==> config.mk <==
export PLATFORM = sky130hd
export DESIGN_NAME = drt_ctrl
export DESIGN_NICKNAME = d
export VERILOG_FILES = /design/src/drt_pkg.sv /design/src/drt_ctrl.sv
export SDC_FILE = /design/constraint.sdc
export NUM_CORES = 1
export LEC_CHECK = 0
export BUFFER_PORTS_ARGS = -buffer_cell sky130_fd_sc_hd__buf_4
export CORE_UTILIZATION = 44
export DETAILED_ROUTE_END_ITERATION = 7
export GPL_TIMING_DRIVEN = 1
export PLACE_DENSITY_LB_ADDON = 0.08
export SLEW_MARGIN = 20
export SYNTH_ARGS = -nofsm -noshare
export SYNTH_HDL_FRONTEND = slang
export SYNTH_SLANG_ARGS = --single-unit
==> constraint.sdc <==
create_clock -name clk -period 2 [get_ports clk]
set_input_delay 0.2 -clock clk [delete_from_list [all_inputs] [get_ports clk]]
set_output_delay 0.2 -clock clk [all_outputs]
set_load 0.05 [all_outputs]
==> src/drt_pkg.sv <==
// drt_pkg: shared types and constants for the dirty rectangle tracker.
// Used by drt_ctrl, drt_dp and the top level; no dependencies.
`default_nettype none
package drt_pkg;

  localparam int MERGES_W = 6;
  localparam int PEND_W   = 7;
  localparam int SIZE_W   = 13;

  typedef enum logic [1:0] {
    OP_MARK  = 2'd0,
    OP_FULL  = 2'd1,
    OP_FLUSH = 2'd2,
    OP_CLEAR = 2'd3
  } op_t;

  typedef enum logic {
    RSEL_I = 1'b0,
    RSEL_J = 1'b1
  } rsel_t;

  // command bundle from controller to datapath
  typedef struct packed {
    logic  append;     // write new rect at count, count++, arm pass
    logic  set_full;   // flag=1, count=0
    logic  clear;      // flag=0, count=0
    logic  flag_set;   // flag=1 only
    logic  i_clr;
    logic  i_inc;
    logic  acc_ld;     // acc <= read data, j <= i+1
    logic  j_inc;
    logic  rd;
    rsel_t rsel;
    logic  merge;      // compare read data with acc, merge if touching
    logic  wr_acc;     // write acc back to entry i
    logic  cp;         // compaction: move live entry i down to w
    logic  k_start;    // i=0, w=0
    logic  cnt_from_w;
    logic  out_stat;
    logic  out_full;
    logic  out_zero;
    logic  out_ent;
  } drt_cmd_t;

  typedef struct packed {
    op_t  op;
    logic tbl_full;
    logic flag;
    logic cnt_zero;
    logic i_done;
    logic i_live;
    logic j_done;
    logic j_live;
    logic merges_nz;
    logic out_free;
    logic ent_last;
  } drt_stat_t;

endpackage
`default_nettype wire

==> src/drt_ctrl.sv <==
// drt_ctrl: sequencer for mark, merge pass, compaction and flush.
// Depends on drt_pkg; drives drt_dp through command and status structs.
`default_nettype none
module drt_ctrl import drt_pkg::*; (
  input  wire logic      clk,
  input  wire logic      rst_n,
  input  wire logic      in_accept,
  input  wire drt_stat_t st,
  output drt_cmd_t       cmd,
  output logic           in_ready_r
);
  typedef enum logic [3:0] {
    S_IDLE, S_DEC, S_ICHK, S_ILD, S_JRD, S_JCMP, S_WRI,
    S_KRD, S_KCP, S_EMIT1, S_EMITF, S_EMITZ, S_FLRD, S_FLEM
  } state_t;

  state_t state_r, state_nxt;

  always_comb begin
    cmd       = '0;
    cmd.rsel  = RSEL_I;
    state_nxt = state_r;
    case (state_r)
      S_IDLE: if (in_accept) state_nxt = S_DEC;
      S_DEC: begin
        case (st.op)
          OP_MARK: begin
            if (st.tbl_full) begin
              cmd.flag_set = 1'b1;
              state_nxt    = S_EMIT1;
            end else begin
              cmd.append = 1'b1;
              state_nxt  = S_ICHK;
            end
          end
          OP_FULL: begin
            cmd.set_full = 1'b1;
            state_nxt    = S_EMIT1;
          end
          OP_CLEAR: begin
            cmd.clear = 1'b1;
            state_nxt = S_EMIT1;
          end
          default: begin
            cmd.i_clr = 1'b1;
            if (st.flag)          state_nxt = S_EMITF;
            else if (st.cnt_zero) state_nxt = S_EMITZ;
            else                  state_nxt = S_FLRD;
          end
        endcase
      end
      S_ICHK: begin
        if (st.i_done) begin
          if (st.merges_nz) begin
            cmd.k_start = 1'b1;
            state_nxt   = S_KRD;
          end else begin
            state_nxt = S_EMIT1;
          end
        end else if (!st.i_live) begin
          cmd.i_inc = 1'b1;
        end else begin
          cmd.rd    = 1'b1;
          state_nxt = S_ILD;
        end
      end
      S_ILD: begin
        cmd.acc_ld = 1'b1;
        state_nxt  = S_JRD;
      end
      S_JRD: begin
        if (st.j_done) begin
          state_nxt = S_WRI;
        end else if (!st.j_live) begin
          cmd.j_inc = 1'b1;
        end else begin
          cmd.rd    = 1'b1;
          cmd.rsel  = RSEL_J;
          state_nxt = S_JCMP;
        end
      end
      S_JCMP: begin
        cmd.merge = 1'b1;
        cmd.j_inc = 1'b1;
        state_nxt = S_JRD;
      end
      S_WRI: begin
        cmd.wr_acc = 1'b1;
        cmd.i_inc  = 1'b1;
        state_nxt  = S_ICHK;
      end
      S_KRD: begin
        if (st.i_done) begin
          cmd.cnt_from_w = 1'b1;
          state_nxt      = S_EMIT1;
        end else begin
          cmd.rd    = 1'b1;
          state_nxt = S_KCP;
        end
      end
      S_KCP: begin
        cmd.cp    = 1'b1;
        cmd.i_inc = 1'b1;
        state_nxt = S_KRD;
      end
      S_EMIT1: begin
        if (st.out_free) begin
          cmd.out_stat = 1'b1;
          state_nxt    = S_IDLE;
        end
      end
      S_EMITF: begin
        if (st.out_free) begin
          cmd.out_full = 1'b1;
          cmd.clear    = 1'b1;
          state_nxt    = S_IDLE;
        end
      end
      S_EMITZ: begin
        if (st.out_free) begin
          cmd.out_zero = 1'b1;
          cmd.clear    = 1'b1;
          state_nxt    = S_IDLE;
        end
      end
      S_FLRD: begin
        cmd.rd    = 1'b1;
        state_nxt = S_FLEM;
      end
      S_FLEM: begin
        if (st.out_free) begin
          cmd.out_ent = 1'b1;
          cmd.i_inc   = 1'b1;
          if (st.ent_last) begin
            cmd.clear = 1'b1;
            state_nxt = S_IDLE;
          end else begin
            state_nxt = S_FLRD;
          end
        end
      end
      default: state_nxt = S_IDLE;
    endcase
  end

  always_ff @(posedge clk) begin
    if (!rst_n) begin
      state_r    <= S_IDLE;
      in_ready_r <= 1'b0;
    end else begin
      state_r    <= state_nxt;
      in_ready_r <= (state_nxt == S_IDLE);
    end
  end
endmodule
`default_nettype wire

## Word level (Yosys, flattened, before mapping)

Index checks and enable logic that the tools add are counted.

- Input port bits: 15
- Output and inout bits: 20
- Register bits: 5

- Eq/ne operators: 15
- Muxes and demuxes: 53
- Reduce and logical (&&, ||, !) cells: 9

Operators by type and width:

| cell | number |
|---|---|
| 4-bit 2-to-1 mux | 11 |
| 4-bit case mux with 11 select lines | 1 |
| 1-bit 2-to-1 mux | 31 |
| 4-bit equality test (second input constant) | 6 |
| 4-bit by 3-bit equality test with 1-bit output (second input constant) | 4 |
| 4-bit by 2-bit equality test with 1-bit output (second input constant) | 2 |
| 4-bit zero test | 2 |
| 4-bit case mux with 2 select lines | 1 |
| 2-bit OR reduction | 4 |
| 2-bit 2-to-1 mux | 3 |
| 3-bit 2-to-1 mux | 2 |
| 1-bit case mux with 3 select lines | 2 |
| 3-bit OR reduction | 2 |
| 4-bit by 1-bit equality test with 1-bit output (second input constant) | 1 |
| 1-bit case mux with 4 select lines | 1 |
| 2-bit by 1-bit equality test with 1-bit output (second input constant) | 1 |
| 2-bit equality test (second input constant) | 1 |
| 2-bit zero test | 1 |
| 1-bit case mux with 2 select lines | 1 |

## Longest topological paths before layout

- Depth after elaboration: 5
- Mapped depth: 7

## Worst setup path after synthesis

OpenSTA, ideal clock, no wires.

- Path kind: register to output
- Start: register state_r[3]
- End: output cmd[10] (netlist name)
- Cell stages (with the launch flop): 7
- Path slack: -0.555 ns
- Buffers on the path: 2
- Arrival: 2.355 ns
- Required time: 1.800 ns
- Path through: dfxtp_1 > buf_6 > nand2b_1 > buf_2 > nor4_2 > nor2_1 > o21ai_0

RTL lines:

| what | RTL line | RTL |
|---|---|---|
| start: declaration | drt_ctrl.sv:17 | `state_t state_r, state_nxt;` |
| start signal: assignment | drt_ctrl.sv:151 | `state_r <= state_nxt;` |
| end: declaration | drt_ctrl.sv:9 | `output drt_cmd_t cmd,` |

==> parameters.txt <==
Parameter                              Value

Clocking
  Postcts setup bufs    0
  H-tree levels    1
  Clock input transition at the sequential cells of the worst setup and hold paths    40 ps
  Number of buffers created by CTS    3
  Insertion delay of the later-clocked pin in the worst-skew pair    240 ps
  Root buffer selected by CTS    clkbuf_4
  CTS sink count    5
  CTS tree    done
  Number of hold buffers added after CTS    0
  Maximum root-to-sink buffer count    2

Cells and area
  Antenna fix cells    0
  Number of filler cells placed in the layout    132
  Filler-free cell count of the finished design    153
  Layout overhead on the synthesized area    48.0%
  Number of nets in the finished design    154
  Share of layout cells above drive strength 1    40.6%

Min path
  Hold Path Origin    rst_n
  Hold-critical path endpoint    state_r[0]$_SDFF_PN0_
  Hold Crit Class    in -> reg
  Min-Delay Path Depth    2

Setup path
  Worst EP arrival    1710 ps
  Cell class contributing the biggest share of worst-path delay    simple AND/OR/NAND/NOR gates
  Cell count of the worst reg-to-reg path    6
  Critical path type    reg -> out
  Cell chain of the critical path    or4b_4 -> or2_4 -> nor3_4 -> buf_4
  Cell with the biggest individual delay on the critical path    or4b_4
  CP Buf/Inv Count    1
  Largest driver fanout on the critical path    4
  Delay of the slowest critical-path stage    550 ps
  Capturing element type of the critical path    primary output
  Worst r2r src    state_r[1]$_SDFF_PN0_
  Required time of the critical path    1800 ps
  Worst setup SP type    register
  Reg-to-reg slack, setup    320 ps
  Capture point of the worst reg-to-reg path    in_ready_r$_SDFF_PN0_
  Worst setup path startpoint    state_r[3]$_SDFF_PN0_

Timing
  Clock Skew    2.74 ps
  Smallest setup slack after layout    90.7 ps
  WHS    198 ps
  Slew HR    74.8%
  Unrepaired setup endpoints after global routing    false
  Count of final hold-check violations    0
  Final count of pins violating max slew    0
  Peak Freq    524 MHz
  Ratio of final minimum period to clock period    95.5%
  Pin slew with the least headroom to its limit    378 ps
  Final setup vio count    0
  Final min period    1910 ps

Synthesis
  Synthesis Warnings    0
  Avg Synthesized Cell Area    6.63 µm²
  Commonest cells in the netlist    15 x nor2_1, 7 x nor2b_1, 6 x nand2_1
  Syn Std Cell Area    696 µm²
  Area leader, netlist    dfxtp_1
  Syn Nets    120
  Share of the synthesized area in the top cell type    14.4%
  Instance count of the mapped netlist    105
  Fraction of registers with async set/reset    0%
  Dominant cell by count in the synthesized netlist    nor2_1
  Top_reg_cell synth    dfxtp_1
  Number of distinct standard cells referenced by the synthesized netlist    35
  Post-synthesis sequential element count    5
  Sequential-to-total area share from yosys stat    14.4%
  Number of enable flip-flop cells after synthesis    0
  Top post-synthesis cells by area    dfxtp_1 14%, nor2_1 8.1%, nor2b_1 6.3%

Drt
  Per-cell routed wire length    13.5 µm
  Routed Wire Length    2060 µm
  Number of DRC violations after detailed routing    0
  Number of optimization iterations in the first detailed-route pass    4
  Total via count after detailed routing    906
  Starting DRT DRC Count    37
  Per-cell via count in the routed design    5.92
  Post-DRT Antenna Nets    0

Power
  Static leakage    0.444 nW
  Power Density    1340 mW/mm²
  Maximum vdd drop    0.715 mV

Placed design
  Number of I/O port buffers    34
  Placer Congestion    0.862
  Half-perimeter wire length after placement    1590 µm
  Total instance count after detailed placement    149
  Worst-case setup slack after placement    246 ps

GRT
  Grt ovf    0
  Via count of the first global-routing pass    769
  Combined global-route utilization of all metal layers    24.1%
  Global-route wire length before repair    3310 µm
  Antenna violations before repair    0
  Largest net degree at the start of global routing    20

Floorplan
  Area of the placeable core    0.00138 mm²
  Die extent in y    41.8 µm
  Initial Utilization    50.3%
  IO Count    35
  Total number of placement rows    13
  Die area    0.00174 mm²
  Die outline width    41.8 µm

Outcome
  Result of the run    finished, final reports clean

Flow run
  Count of max-cap constraint violations    0
metrics by stage:
step	util [%]	total power [W]	setup TNS, ps	cell area, µm²
3_5_place_dp	71.0	0.00121	0	982
4_1_cts	73.4	0.00134	0	1010
2_1_floorplan	-	0.000992	-217	732
5_1_grt	74.5	0.00147	0	1030
3_3_place_gp	71.0	0.00121	0	982
6_report	74.5	0.00138	0	1030
power by group:
part	switching, W	total [W]	internal (W)
logic	0.000704	0.00109	0.000388
clock network	0.0000437	0.000119	0.0000756
registers	0.0000219	0.000164	0.000142
layer usage:
metal | vias to the layer above | routed length, µm | global-route usage [%]
li1 | 442 | - | -
met1 | 418 | 895 | 30.5
met2 | 44 | 983 | 38.8
met3 | 2 | 159 | 8.26
met4 | 0 | 23 | 6.45
met5 | - | 0 | 0
cell type report:
cell class | instances | area [µm²] | area share [%]
Sequential cell | 5 | 100 | 9.72
Clock buffer | 4 | 26.3 | 2.55
Multi-Input combinational cell | 87 | 577 | 56.0
Inverter | 4 | 15.0 | 1.46
Timing Repair Buffer | 38 | 293 | 28.4
Tap cell | 15 | 18.8 | 1.82
cells in the final DEF, fill, tap and decap left out, types with 4 or more instances in the layout:
cell and instances:
nand2b_1 4, buf_4 36, nor2_1 13, nand3_1 5, nor3b_1 4, nand2_1 6, inv_1 4, dfxtp_1 5
nor2b_1 6
logic make-up (layout without fill, tap and decap cells):
| kind of cell | after synthesis | in the layout | share of synthesized area [%] |
|---|---|---|---|
| simple gates | 67 | 67 | 56.5 |
| compound gates | 20 | 20 | 19.2 |
| buf+inv | 13 | 46 | 9.89 |
| flops | 5 | 5 | 14.4 |
state kept, by name, summed over array words and instances (netlist names):
name and count:
state_r 4, in_ready_r 1
how the worst max path moves through the flow:
stage / cells after the start / slack [ps] / endpoint
6_report: 4 / 90 / cmd[18]
3_3_place_gp: 4 / 300 / cmd[18]
4_1_cts: 4 / 20 / cmd[15]
3_5_place_dp: 4 / 250 / cmd[5]
2_1_floorplan: 6 / -160 / cmd[10]
5_1_grt: 6 / 10 / cmd[16]
worst reg2reg max path, delay by kind of cell, from the launching register on:
kind	cells	cell delay, ps
and+or+nand+nor	4	900
buffers and inverters	1	190
AOI/OAI and AO/OA	1	200
DFF	1	300
timing repair:
item | 4_1_cts | 5_1_grt
endpoints found under the hold margin | 0 | 0
endpoints found under the setup margin | 1 | 6
resized for setup | 1 | 5
No activity file was read; power rests on OpenSTA's default activity.
