$ cat src/drt_pkg.sv
// drt_pkg: shared types and constants for the dirty rectangle tracker.
// Used by drt_ctrl, drt_dp and the top level; no dependencies.
`default_nettype none
package drt_pkg;

  localparam int MERGES_W = 6;
  localparam int PEND_W   = 7;
  localparam int SIZE_W   = 13;

  typedef enum logic [1:0] {
    OP_MARK  = 2'd0,
    OP_FULL  = 2'd1,
    OP_FLUSH = 2'd2,
    OP_CLEAR = 2'd3
  } op_t;

  typedef enum logic {
    RSEL_I = 1'b0,
    RSEL_J = 1'b1
  } rsel_t;

  // command bundle from controller to datapath
  typedef struct packed {
    logic  append;     // write new rect at count, count++, arm pass
    logic  set_full;   // flag=1, count=0
    logic  clear;      // flag=0, count=0
    logic  flag_set;   // flag=1 only
    logic  i_clr;
    logic  i_inc;
    logic  acc_ld;     // acc <= read data, j <= i+1
    logic  j_inc;
    logic  rd;
    rsel_t rsel;
    logic  merge;      // compare read data with acc, merge if touching
    logic  wr_acc;     // write acc back to entry i
    logic  cp;         // compaction: move live entry i down to w
    logic  k_start;    // i=0, w=0
    logic  cnt_from_w;
    logic  out_stat;
    logic  out_full;
    logic  out_zero;
    logic  out_ent;
  } drt_cmd_t;

  typedef struct packed {
    op_t  op;
    logic tbl_full;
    logic flag;
    logic cnt_zero;
    logic i_done;
    logic i_live;
    logic j_done;
    logic j_live;
    logic merges_nz;
    logic out_free;
    logic ent_last;
  } drt_stat_t;

endpackage
`default_nettype wire

$ cat src/drt_ram.sv
// drt_ram: generic RAM, one write port, one read port with registered data.
// No dependencies.
`default_nettype none
module drt_ram #(
  parameter int WIDTH = 48,
  parameter int DEPTH = 64
) (
  input  wire logic                     clk,
  input  wire logic                     we,
  input  wire logic [$clog2(DEPTH)-1:0] waddr,
  input  wire logic [WIDTH-1:0]         wdata,
  input  wire logic                     re,
  input  wire logic [$clog2(DEPTH)-1:0] raddr,
  output logic      [WIDTH-1:0]         rdata_r
);
  logic [WIDTH-1:0] mem [DEPTH];

  always_ff @(posedge clk) begin
    if (we) begin
      mem[waddr] <= wdata;
    end
    if (re) begin
      rdata_r <= mem[raddr];
    end
  end
endmodule
`default_nettype wire

$ cat src/drt_dp.sv
// drt_dp: datapath with region table RAM, live bits, counters, merge
// accumulator and output register. Depends on drt_pkg and drt_ram.
`default_nettype none
module drt_dp import drt_pkg::*; #(
  parameter int REGIONS    = 64,
  parameter int COORD_BITS = 12
) (
  input  wire logic                                    clk,
  input  wire logic                                    rst_n,
  input  wire drt_cmd_t                                cmd,
  output drt_stat_t                                    st,
  input  wire logic                                    in_accept,
  input  wire logic [1:0]                              in_op,
  input  wire logic [4*COORD_BITS-1:0]                 in_rect,
  input  wire logic                                    cfg_we,
  input  wire logic                                    cfg_addr,
  input  wire logic [SIZE_W-1:0]                       cfg_wdata,
  output logic                                         out_valid_r,
  input  wire logic                                    out_ready,
  output logic                                         out_last_r,
  output logic                                         out_rv_r,
  output logic [((4*COORD_BITS+14+7)/8)*8-1:0]         out_data_r
);
  localparam int CB    = COORD_BITS;
  localparam int RW    = 4 * CB;
  localparam int IDX_W = $clog2(REGIONS);
  localparam int CNT_W = $clog2(REGIONS + 1);
  localparam int OUT_W = ((4 * CB + 14 + 7) / 8) * 8;
  localparam int EW    = ((CB > SIZE_W) ? CB : SIZE_W) + 1;
  localparam logic [EW-1:0] CMAX = EW'((1 << CB) - 1);
  localparam logic [CNT_W-1:0] MSAT = CNT_W'((REGIONS - 1 > 63) ? 63 : REGIONS - 1);

  typedef struct packed {
    logic [CB-1:0] y2;
    logic [CB-1:0] x2;
    logic [CB-1:0] y1;
    logic [CB-1:0] x1;
  } rect_t;

  logic [SIZE_W-1:0] width_r, height_r;
  op_t               op_r;
  rect_t             rect_r, acc_r;
  logic              flag_r;
  logic [CNT_W-1:0]  cnt_r, i_r, j_r, w_r, merges_r;
  logic [REGIONS-1:0] live_r;

  logic [CB-1:0] bx, by;
  rect_t         in_r, cl, rdr;
  logic [RW-1:0] rdata;
  logic          touch;

  // screen bounds: size-1, zero treated as one, saturate at coordinate max
  function automatic logic [CB-1:0] bound(input logic [SIZE_W-1:0] sz);
    logic [EW-1:0] b;
    b = (sz == '0) ? '0 : EW'(sz) - EW'(1);
    return (b > CMAX) ? CB'(CMAX) : CB'(b);
  endfunction

  function automatic logic [CB-1:0] clampc(input logic [CB-1:0] v, input logic [CB-1:0] b);
    return (v > b) ? b : v;
  endfunction

  assign bx = bound(width_r);
  assign by = bound(height_r);

  always_comb begin
    logic [CB-1:0] ax, ay, cx, cy;
    ax = clampc(in_rect[CB-1:0], bx);
    ay = clampc(in_rect[2*CB-1:CB], by);
    cx = clampc(in_rect[3*CB-1:2*CB], bx);
    cy = clampc(in_rect[4*CB-1:3*CB], by);
    in_r.x1 = (ax < cx) ? ax : cx;
    in_r.x2 = (ax < cx) ? cx : ax;
    in_r.y1 = (ay < cy) ? ay : cy;
    in_r.y2 = (ay < cy) ? cy : ay;
  end

  assign rdr = rect_t'(rdata);

  always_comb begin
    cl.x1 = clampc(rdr.x1, bx);
    cl.y1 = clampc(rdr.y1, by);
    cl.x2 = clampc(rdr.x2, bx);
    cl.y2 = clampc(rdr.y2, by);
  end

  assign touch = ({1'b0, acc_r.x1} <= {1'b0, rdr.x2} + (CB+1)'(1)) &&
                 ({1'b0, acc_r.x2} + (CB+1)'(1) >= {1'b0, rdr.x1}) &&
                 ({1'b0, acc_r.y1} <= {1'b0, rdr.y2} + (CB+1)'(1)) &&
                 ({1'b0, acc_r.y2} + (CB+1)'(1) >= {1'b0, rdr.y1});

  // table RAM: one write, one read per cycle
  logic             ram_we;
  logic [IDX_W-1:0] ram_waddr, ram_raddr;
  logic [RW-1:0]    ram_wdata;

  always_comb begin
    ram_we    = 1'b0;
    ram_waddr = cnt_r[IDX_W-1:0];
    ram_wdata = rect_r;
    if (cmd.append) begin
      ram_we = 1'b1;
    end else if (cmd.wr_acc) begin
      ram_we    = 1'b1;
      ram_waddr = i_r[IDX_W-1:0];
      ram_wdata = acc_r;
    end else if (cmd.cp) begin
      ram_we    = live_r[i_r[IDX_W-1:0]];
      ram_waddr = w_r[IDX_W-1:0];
      ram_wdata = rdata;
    end
  end

  assign ram_raddr = (cmd.rsel == RSEL_J) ? j_r[IDX_W-1:0] : i_r[IDX_W-1:0];

  drt_ram #(.WIDTH(RW), .DEPTH(REGIONS)) u_ram (
    .clk    (clk),
    .we     (ram_we),
    .waddr  (ram_waddr),
    .wdata  (ram_wdata),
    .re     (cmd.rd),
    .raddr  (ram_raddr),
    .rdata_r(rdata)
  );

  always_comb begin
    st.op        = op_r;
    st.tbl_full  = (cnt_r >= CNT_W'(REGIONS));
    st.flag      = flag_r;
    st.cnt_zero  = (cnt_r == '0);
    st.i_done    = (i_r >= cnt_r);
    st.i_live    = live_r[i_r[IDX_W-1:0]];
    st.j_done    = (j_r >= cnt_r);
    st.j_live    = live_r[j_r[IDX_W-1:0]];
    st.merges_nz = (merges_r != '0);
    st.out_free  = !out_valid_r || out_ready;
    st.ent_last  = (i_r + CNT_W'(1) == cnt_r);
  end

  always_ff @(posedge clk) begin
    if (!rst_n) begin
      width_r  <= SIZE_W'(1920);
      height_r <= SIZE_W'(1200);
    end else if (cfg_we) begin
      if (cfg_addr) height_r <= cfg_wdata;
      else          width_r  <= cfg_wdata;
    end
  end

  always_ff @(posedge clk) begin
    if (!rst_n) begin
      flag_r   <= 1'b1;
      cnt_r    <= '0;
      merges_r <= '0;
      live_r   <= '0;
      i_r      <= '0;
      j_r      <= '0;
      w_r      <= '0;
      op_r     <= OP_MARK;
    end else begin
      if (in_accept) begin
        op_r     <= op_t'(in_op);
        rect_r   <= in_r;
        merges_r <= '0;
      end
      if (cmd.append) begin
        cnt_r  <= cnt_r + CNT_W'(1);
        live_r <= '1;
        i_r    <= '0;
      end
      if (cmd.set_full || cmd.flag_set) flag_r <= 1'b1;
      if (cmd.set_full || cmd.clear)    cnt_r  <= '0;
      if (cmd.clear)                    flag_r <= 1'b0;
      if (cmd.i_clr || cmd.k_start)     i_r    <= '0;
      if (cmd.k_start)                  w_r    <= '0;
      if (cmd.i_inc)                    i_r    <= i_r + CNT_W'(1);
      if (cmd.acc_ld) begin
        acc_r <= rdr;
        j_r   <= i_r + CNT_W'(1);
      end
      if (cmd.j_inc) j_r <= j_r + CNT_W'(1);
      if (cmd.merge && touch) begin
        if (rdr.x1 < acc_r.x1) acc_r.x1 <= rdr.x1;
        if (rdr.y1 < acc_r.y1) acc_r.y1 <= rdr.y1;
        if (rdr.x2 > acc_r.x2) acc_r.x2 <= rdr.x2;
        if (rdr.y2 > acc_r.y2) acc_r.y2 <= rdr.y2;
        live_r[j_r[IDX_W-1:0]] <= 1'b0;
        merges_r <= merges_r + CNT_W'(1);
      end
      if (cmd.cp && live_r[i_r[IDX_W-1:0]]) w_r <= w_r + CNT_W'(1);
      if (cmd.cnt_from_w) cnt_r <= w_r;
    end
  end

  // output register
  always_ff @(posedge clk) begin
    if (!rst_n) begin
      out_valid_r <= 1'b0;
    end else if (cmd.out_stat || cmd.out_full || cmd.out_zero || cmd.out_ent) begin
      out_valid_r <= 1'b1;
    end else if (out_ready) begin
      out_valid_r <= 1'b0;
    end
  end

  always_ff @(posedge clk) begin
    if (cmd.out_stat) begin
      out_rv_r   <= 1'b0;
      out_last_r <= 1'b1;
      out_data_r <= OUT_W'({flag_r,
                            (cnt_r > CNT_W'(127)) ? PEND_W'(127) : PEND_W'(cnt_r),
                            (merges_r > MSAT) ? MERGES_W'(MSAT) : MERGES_W'(merges_r),
                            {RW{1'b0}}});
    end else if (cmd.out_full) begin
      out_rv_r   <= 1'b1;
      out_last_r <= 1'b1;
      out_data_r <= OUT_W'({by, bx, {CB{1'b0}}, {CB{1'b0}}});
    end else if (cmd.out_zero) begin
      out_rv_r   <= 1'b0;
      out_last_r <= 1'b1;
      out_data_r <= '0;
    end else if (cmd.out_ent) begin
      out_rv_r   <= 1'b1;
      out_last_r <= st.ent_last;
      out_data_r <= OUT_W'(cl);
    end
  end
endmodule
`default_nettype wire

$ cat config.mk
export PLATFORM = sky130hd
export DESIGN_NAME = drt_dp
export DESIGN_NICKNAME = d
export VERILOG_FILES = /design/src/drt_pkg.sv /design/src/drt_ram.sv /design/src/drt_dp.sv
export SDC_FILE = /design/constraint.sdc
export NUM_CORES = 2
export LEC_CHECK = 0
export ABC_AREA = 1
export BUFFER_PORTS_ARGS = -buffer_cell sky130_fd_sc_hd__buf_4
export CORE_AREA = 4 4 571 573
export CTS_CLUSTER_SIZE = 10
export DETAILED_ROUTE_END_ITERATION = 16
export DIE_AREA = 0 0 575 577
export PLACE_DENSITY_LB_ADDON = 0.25
export SLEW_MARGIN = 20
export SYNTH_ARGS = -nofsm -noshare
export SYNTH_HDL_FRONTEND = slang
export SYNTH_SLANG_ARGS = --single-unit
$ cat constraint.sdc
create_clock -name clk -period 7.8 [get_ports clk]
set_clock_uncertainty 0.1 [all_clocks]
set_input_delay 0.78 -clock clk [delete_from_list [all_inputs] [get_ports clk]]
set_output_delay 0.78 -clock clk [all_outputs]
set_load 0.01 [all_outputs]
# == Word level (Yosys, flattened, before mapping) ==
# Memory sizes are Yosys's and may differ from the RTL's. A register that Yosys moved wholly into a read port is not among the register bits.
# Index checks and enable logic that the tools add are counted.
# totals
romBits,0
ff_bits,289
output_inout_bits,79
elab_cells,167
in_bits,88
mem_bits_rw,3072
latch_bits,0
mem_count,1
# op_classes
add_sub_neg,11
n_reduce_logical,31
multipliers,0
mux,68
shift,0
div_mod_pow,0
order_cmp,28
n_bitwise,3
n_eq_ne,1
# memory_table
memory,words,width,rd,rd_clocked_by_memory_dff,wr,line_no,text
u_ram.mem,64,48,1,1,1,drt_ram.sv:16,logic [WIDTH-1:0] mem [DEPTH];
# ops
op,count
$mux 62,4
$mux 48,5
$mux 12,18
$mux 64,3
$gt 12x12->1,10
$mux 7,13
$and 64x64->64,1
$not 64->64,1
$add 12x1->13 const B,4
$lt 12x12->1,4
$add 7x1->7 const B,5
$mux 6,5
$gt 14x12->1 const B,2
$mux 14,2
$sub 13x1->14 const B,2
$ge 13x12->1,2
$le 12x13->1,2
$logic_not 13->1,2
$mux 1,15
$ge 7x7->1,2
$lt 6x7->1 const B,2
$bmux 1 s6,2
$reduce_bool 2->1,5
$reduce_bool 3->1,3
15 further kinds,28

# == Longest topological paths before layout ==
# depth
depth_word,10
ltp_mapped,36
depth_no_buf,34

# == Cells and area by module ==
# From an unflattened synthesis, not the netlist that was laid out.
# unflattened
cells_unflattened,13589
hier_area_um2,148289.7
# by_module_without_submodules
module,area_per_inst_um2,seq_area_each_um2,instances,cells_each
drt_ram,124811.0,93689.9,1,10108
drt_dp,23478.8,6886.6,1,3481

# == Worst setup path after synthesis ==
# No wires, ideal clock.
# synth_timing
path_kind,reg2reg
from,reg i_r[0]
to,mem u_ram.mem[48][0] (enable)
synth_period_minus_slack_ns,4.963
path_slack_ns,2.837
arrival_ns,4.409
stages_incl_launch_ff,16
setup_ns,0.454
cell_sequence,dfxtp_1 > buf_2 > inv_1 > nand2_1 > buf_4 > o221ai_1 > a21oi_1 > nor3_1 > nor3_1 > nor2_1 > o21ai_0 > nand2_1 > nand2_1 > buf_2 > nand4_1 > nor2_1
# synth_lines
element,line_no,text
start: declaration,drt_dp.sv:44,"logic [CNT_W-1:0] cnt_r, i_r, j_r, w_r, merges_r;"
start signal: assignment,drt_dp.sv:176,if (cmd.i_inc) i_r <= i_r + CNT_W'(1);
end: declaration,drt_ram.sv:16,

==> summary.txt <==
Synth area leaders: edfxtp_1 67%, o21ai_0 8.2%, nor2_1 5.8%
total congestion overflow: 0
PortBufs: 164
share of post-route cells with drive strength above 1: 8.55%
CTS tree: done
Psw: 10.9 mW
sequential power share: 50.3%
endpoints failing hold: 0
Clk Latency, worst-skew pair: 0.93 ns
Max-Cap Viols: 0
filler cell count: 27.5k
DP Wirelength: 255,000 µm
largest net degree at the start of global routing: 197
Sequential cell area: 101,000 µm²
most numerous cell in the Yosys netlist: edfxtp_1
RSZ-0062 raised after global routing: no
Rel. slew slack: 19.6%
most area-hungry cell type in the Yosys netlist: edfxtp_1
Hold Path Stages: 3
top_reg_cell synth: edfxtp_1
DR vias: 103k
Setup WS post-layout: 1.55 ns
Worst setup EP type: flip-flop
Synth Cell Area: 144,000 µm²
TritonCTS sink count: 3,409
r2r worst-path depth: 27
Syn-to-layout area delta: 12.8%
H-tree depth: 5
total track usage: 26.5%
Die X: 575 µm
post-synthesis register bit count: 3,409
Leak: 54.4 nW
Clock power frac: 37.7%
fin. max-slew vios: 0
Hold-fix buffers, CTS: 16
highest clock rate: 0.160 GHz
Avg WL per Cell: 27.3 µm
syn avg cell area: 11.7 µm²
fin nets: 12.7k
library cells used by synthesis: 59
fin crit period: 6.25 ns
FF-to-FF setup slack: 1.55 ns
Multi-input gate area: 40,000 µm²
vias in the first global route: 98.2k
crit path launch: width_r[0]$_SDFFE_PN0P_
Worst Max-Slew Pin Slew: 1.19 ns
min-delay src: cmd[4]
Ys Warns: 0
crit share post-route: 80.2%
CP startpoint kind: flip-flop
Clk pin slew, worst setup/hold paths: 0.06 ns
gp weighted congestion: 0.923
Placement Setup Slack: 1.63 ns
setup tns final: 0 ns
core area: 321,000 µm²
Antenna Nets Post-Route: 0
Syn Inst Count: 12.3k
combinational share of power: 12.0%
asr flop ratio synth: 0%
first-pass GRT wire length: 664,000 µm
post-synth top area share: 67.3%
Inst Count DP: 16.2k
r2r startpoint: width_r[0]$_SDFFE_PN0P_
P_int: 31.2 mW
Post-synth top cells: 3,230 x edfxtp_1, 2,349 x o21ai_0, 2,230 x nor2_1, 1,001 x nand2_1, 778 x o22ai_1
initial drt markers: 13.0k
drt pass-1 iters: 6
hold worst-path end: cnt_r[0]$_SDFFE_PN0P_
postcts setup bufs: 0
Ports: 167
Max FO, Critical Path: 25
die extent in y: 577 µm
Min-Delay Path Class: primary input to flip-flop
Critical R2R Capture: rect_r[4]$_DFFE_PP_
Rows: 208
DRC: 0
crit path kind: flip-flop to flip-flop
Seq/Total Area, Yosys: 69.8%
post-cts sizing count: 0
Final setup viols: 0
Worst IR Drop VDD: 0.199 mV
initial antenna violation count: 19
vias per cell: 6.16
CP arrival: 6.83 ns
Clock Path Buffers: 4
hold_ws: 0.0789 ns
Cell Pwr Density: 259 nW/µm²
sw frac: 25.9%
worst path required time: 8.38 ns
post-route insts no fill: 16.7k
routed wire length: 457,000 µm
initial core utilization: 44.9%
CTS buffer count: 385
Die ar.: 332,000 µm²
Root Buffer: clkbuf_16
post-layout util: 50.7%
number of flops mapped to enable cells by yosys: 3,230
outcome: completed
-- final cells by class --
type	count	area share, %
antenna	4	0.00616
clock buffer	439	6.14
clock inverter	33	0.301
inverter	450	1.07
multi-input combinational	7644	24.6
sequential	3409	61.9
tap	4305	3.31
timing repair buffer	454	2.68
-- metrics by stage --
step                      area [µm²]  power (mW)
after floorplan               144000        24.5
after global placement        152000        26.3
after detailed placement      152000        26.5
after CTS                     162000        42.2
after global routing          163000        43.5
final                         163000        42.1
-- worst max path at each step --
stage / to / cells after the start / slack [ns]
floorplan: u_ram.mem[48][0]$_DFFE_PP_ / 15 / 2.84
global placement: rect_r[4]$_DFFE_PP_ / 27 / 1.81
detailed placement: rect_r[4]$_DFFE_PP_ / 27 / 1.63
CTS: rect_r[4]$_DFFE_PP_ / 27 / 1.61
global route: rect_r[4]$_DFFE_PP_ / 25 / 1.05
finish: rect_r[4]$_DFFE_PP_ / 27 / 1.55
-- flip-flops by register name, indices dropped and copies added, names as in the netlist, 13 cells and up --
name and flops:
rect_r 48, acc_r 48, out_data_r 62, width_r 13
u_ram.rdata_r 48, u_ram.mem 3072, live_r 64, height_r 13
-- placed cells by master (no fill, tap or decap), drive strengths merged, types with 5 or more instances in the layout --
| cell type | synthesis | layout |
|---|---|---|
| edfxtp | 3230 | 3230 |
| o21ai | 2352 | 2352 |
| nor2 | 2239 | 2239 |
| nand2 | 1035 | 1035 |
| o22ai | 778 | 778 |
| inv | 444 | 454 |
| clkbuf | 753 | 439 |
| buf | 75 | 438 |
| o221ai | 254 | 254 |
| a21oi | 252 | 252 |
| nand3 | 229 | 229 |
| ha | 223 | 223 |
| dfxtp | 179 | 179 |
| nand4 | 49 | 49 |
| nor3 | 40 | 40 |
| xor2 | 37 | 37 |
| o211ai | 28 | 28 |
| clkinv | 6 | 27 |
| a31oi | 24 | 24 |
| dlygate4sd3 | 0 | 16 |
| a221oi | 11 | 11 |
| a211oi | 10 | 10 |
| or2 | 9 | 9 |
| nand3b | 9 | 9 |
| a22oi | 9 | 9 |
| xnor2 | 7 | 7 |
| nor4 | 7 | 7 |
| a21boi | 5 | 5 |
-- kinds of logic after synthesis --
family,Yosys count,share of synthesized area (%)
AO/OA/AOI/OAI,3753,14.6
AND/OR/NAND/NOR,3622,9.99
flip-flops,3409,69.8
buffers and inverters,1279,3.42
adder cells (fa/ha/maj),223,1.94
XOR/XNOR,44,0.267
other,1,0.00260
-- critical path, stage by stage, from the launching register on --
cell and delay, ns:
dfxtp_1 0.33, inv_1 0.11, ha_1 0.26, nand3_2 0.16
nor2_4 0.18, nand2_2 0.20, nand2_2 0.23, nand2_1 0.21
a31oi_1 0.75, ha_1 0.26, nand4_1 0.10, inv_1 0.08
nand2_1 0.06, nor2_1 0.14, nand3_1 0.09, nand2_1 0.07
inv_1 0.04, nand2_2 0.06, nand2_2 0.25, o21ai_0 0.49
ha_1 0.34, a21oi_1 0.17, nor2_1 0.05, a211oi_1 0.22
o221a_2 0.64, nand2_8 0.23, nand2_1 0.12, nand2_1 0.06
-- layer usage --
metal | wire length (µm) | up-vias | global-route usage (%)
li1 | - | 45100 | -
met3 | 45200 | 958 | 4.59
met5 | 22 | - | 0
met4 | 16300 | 4 | 9.24
met1 | 183000 | 51400 | 36.7
met2 | 212000 | 5753 | 42.5
-- power by group through the flow --
stage | Sequential (mW) | Clock, mW | Combinational [mW]
2_1_floorplan | 21.5 | 0 | 3.03
3_3_place_gp | 21.5 | 0 | 4.81
3_5_place_dp | 21.5 | 0 | 4.94
4_1_cts | 21.2 | 16.1 | 4.96
5_1_grt | 21.2 | 16.8 | 5.52
6_report | 21.2 | 15.9 | 5.04
No activity file was read; power rests on OpenSTA's default activity.
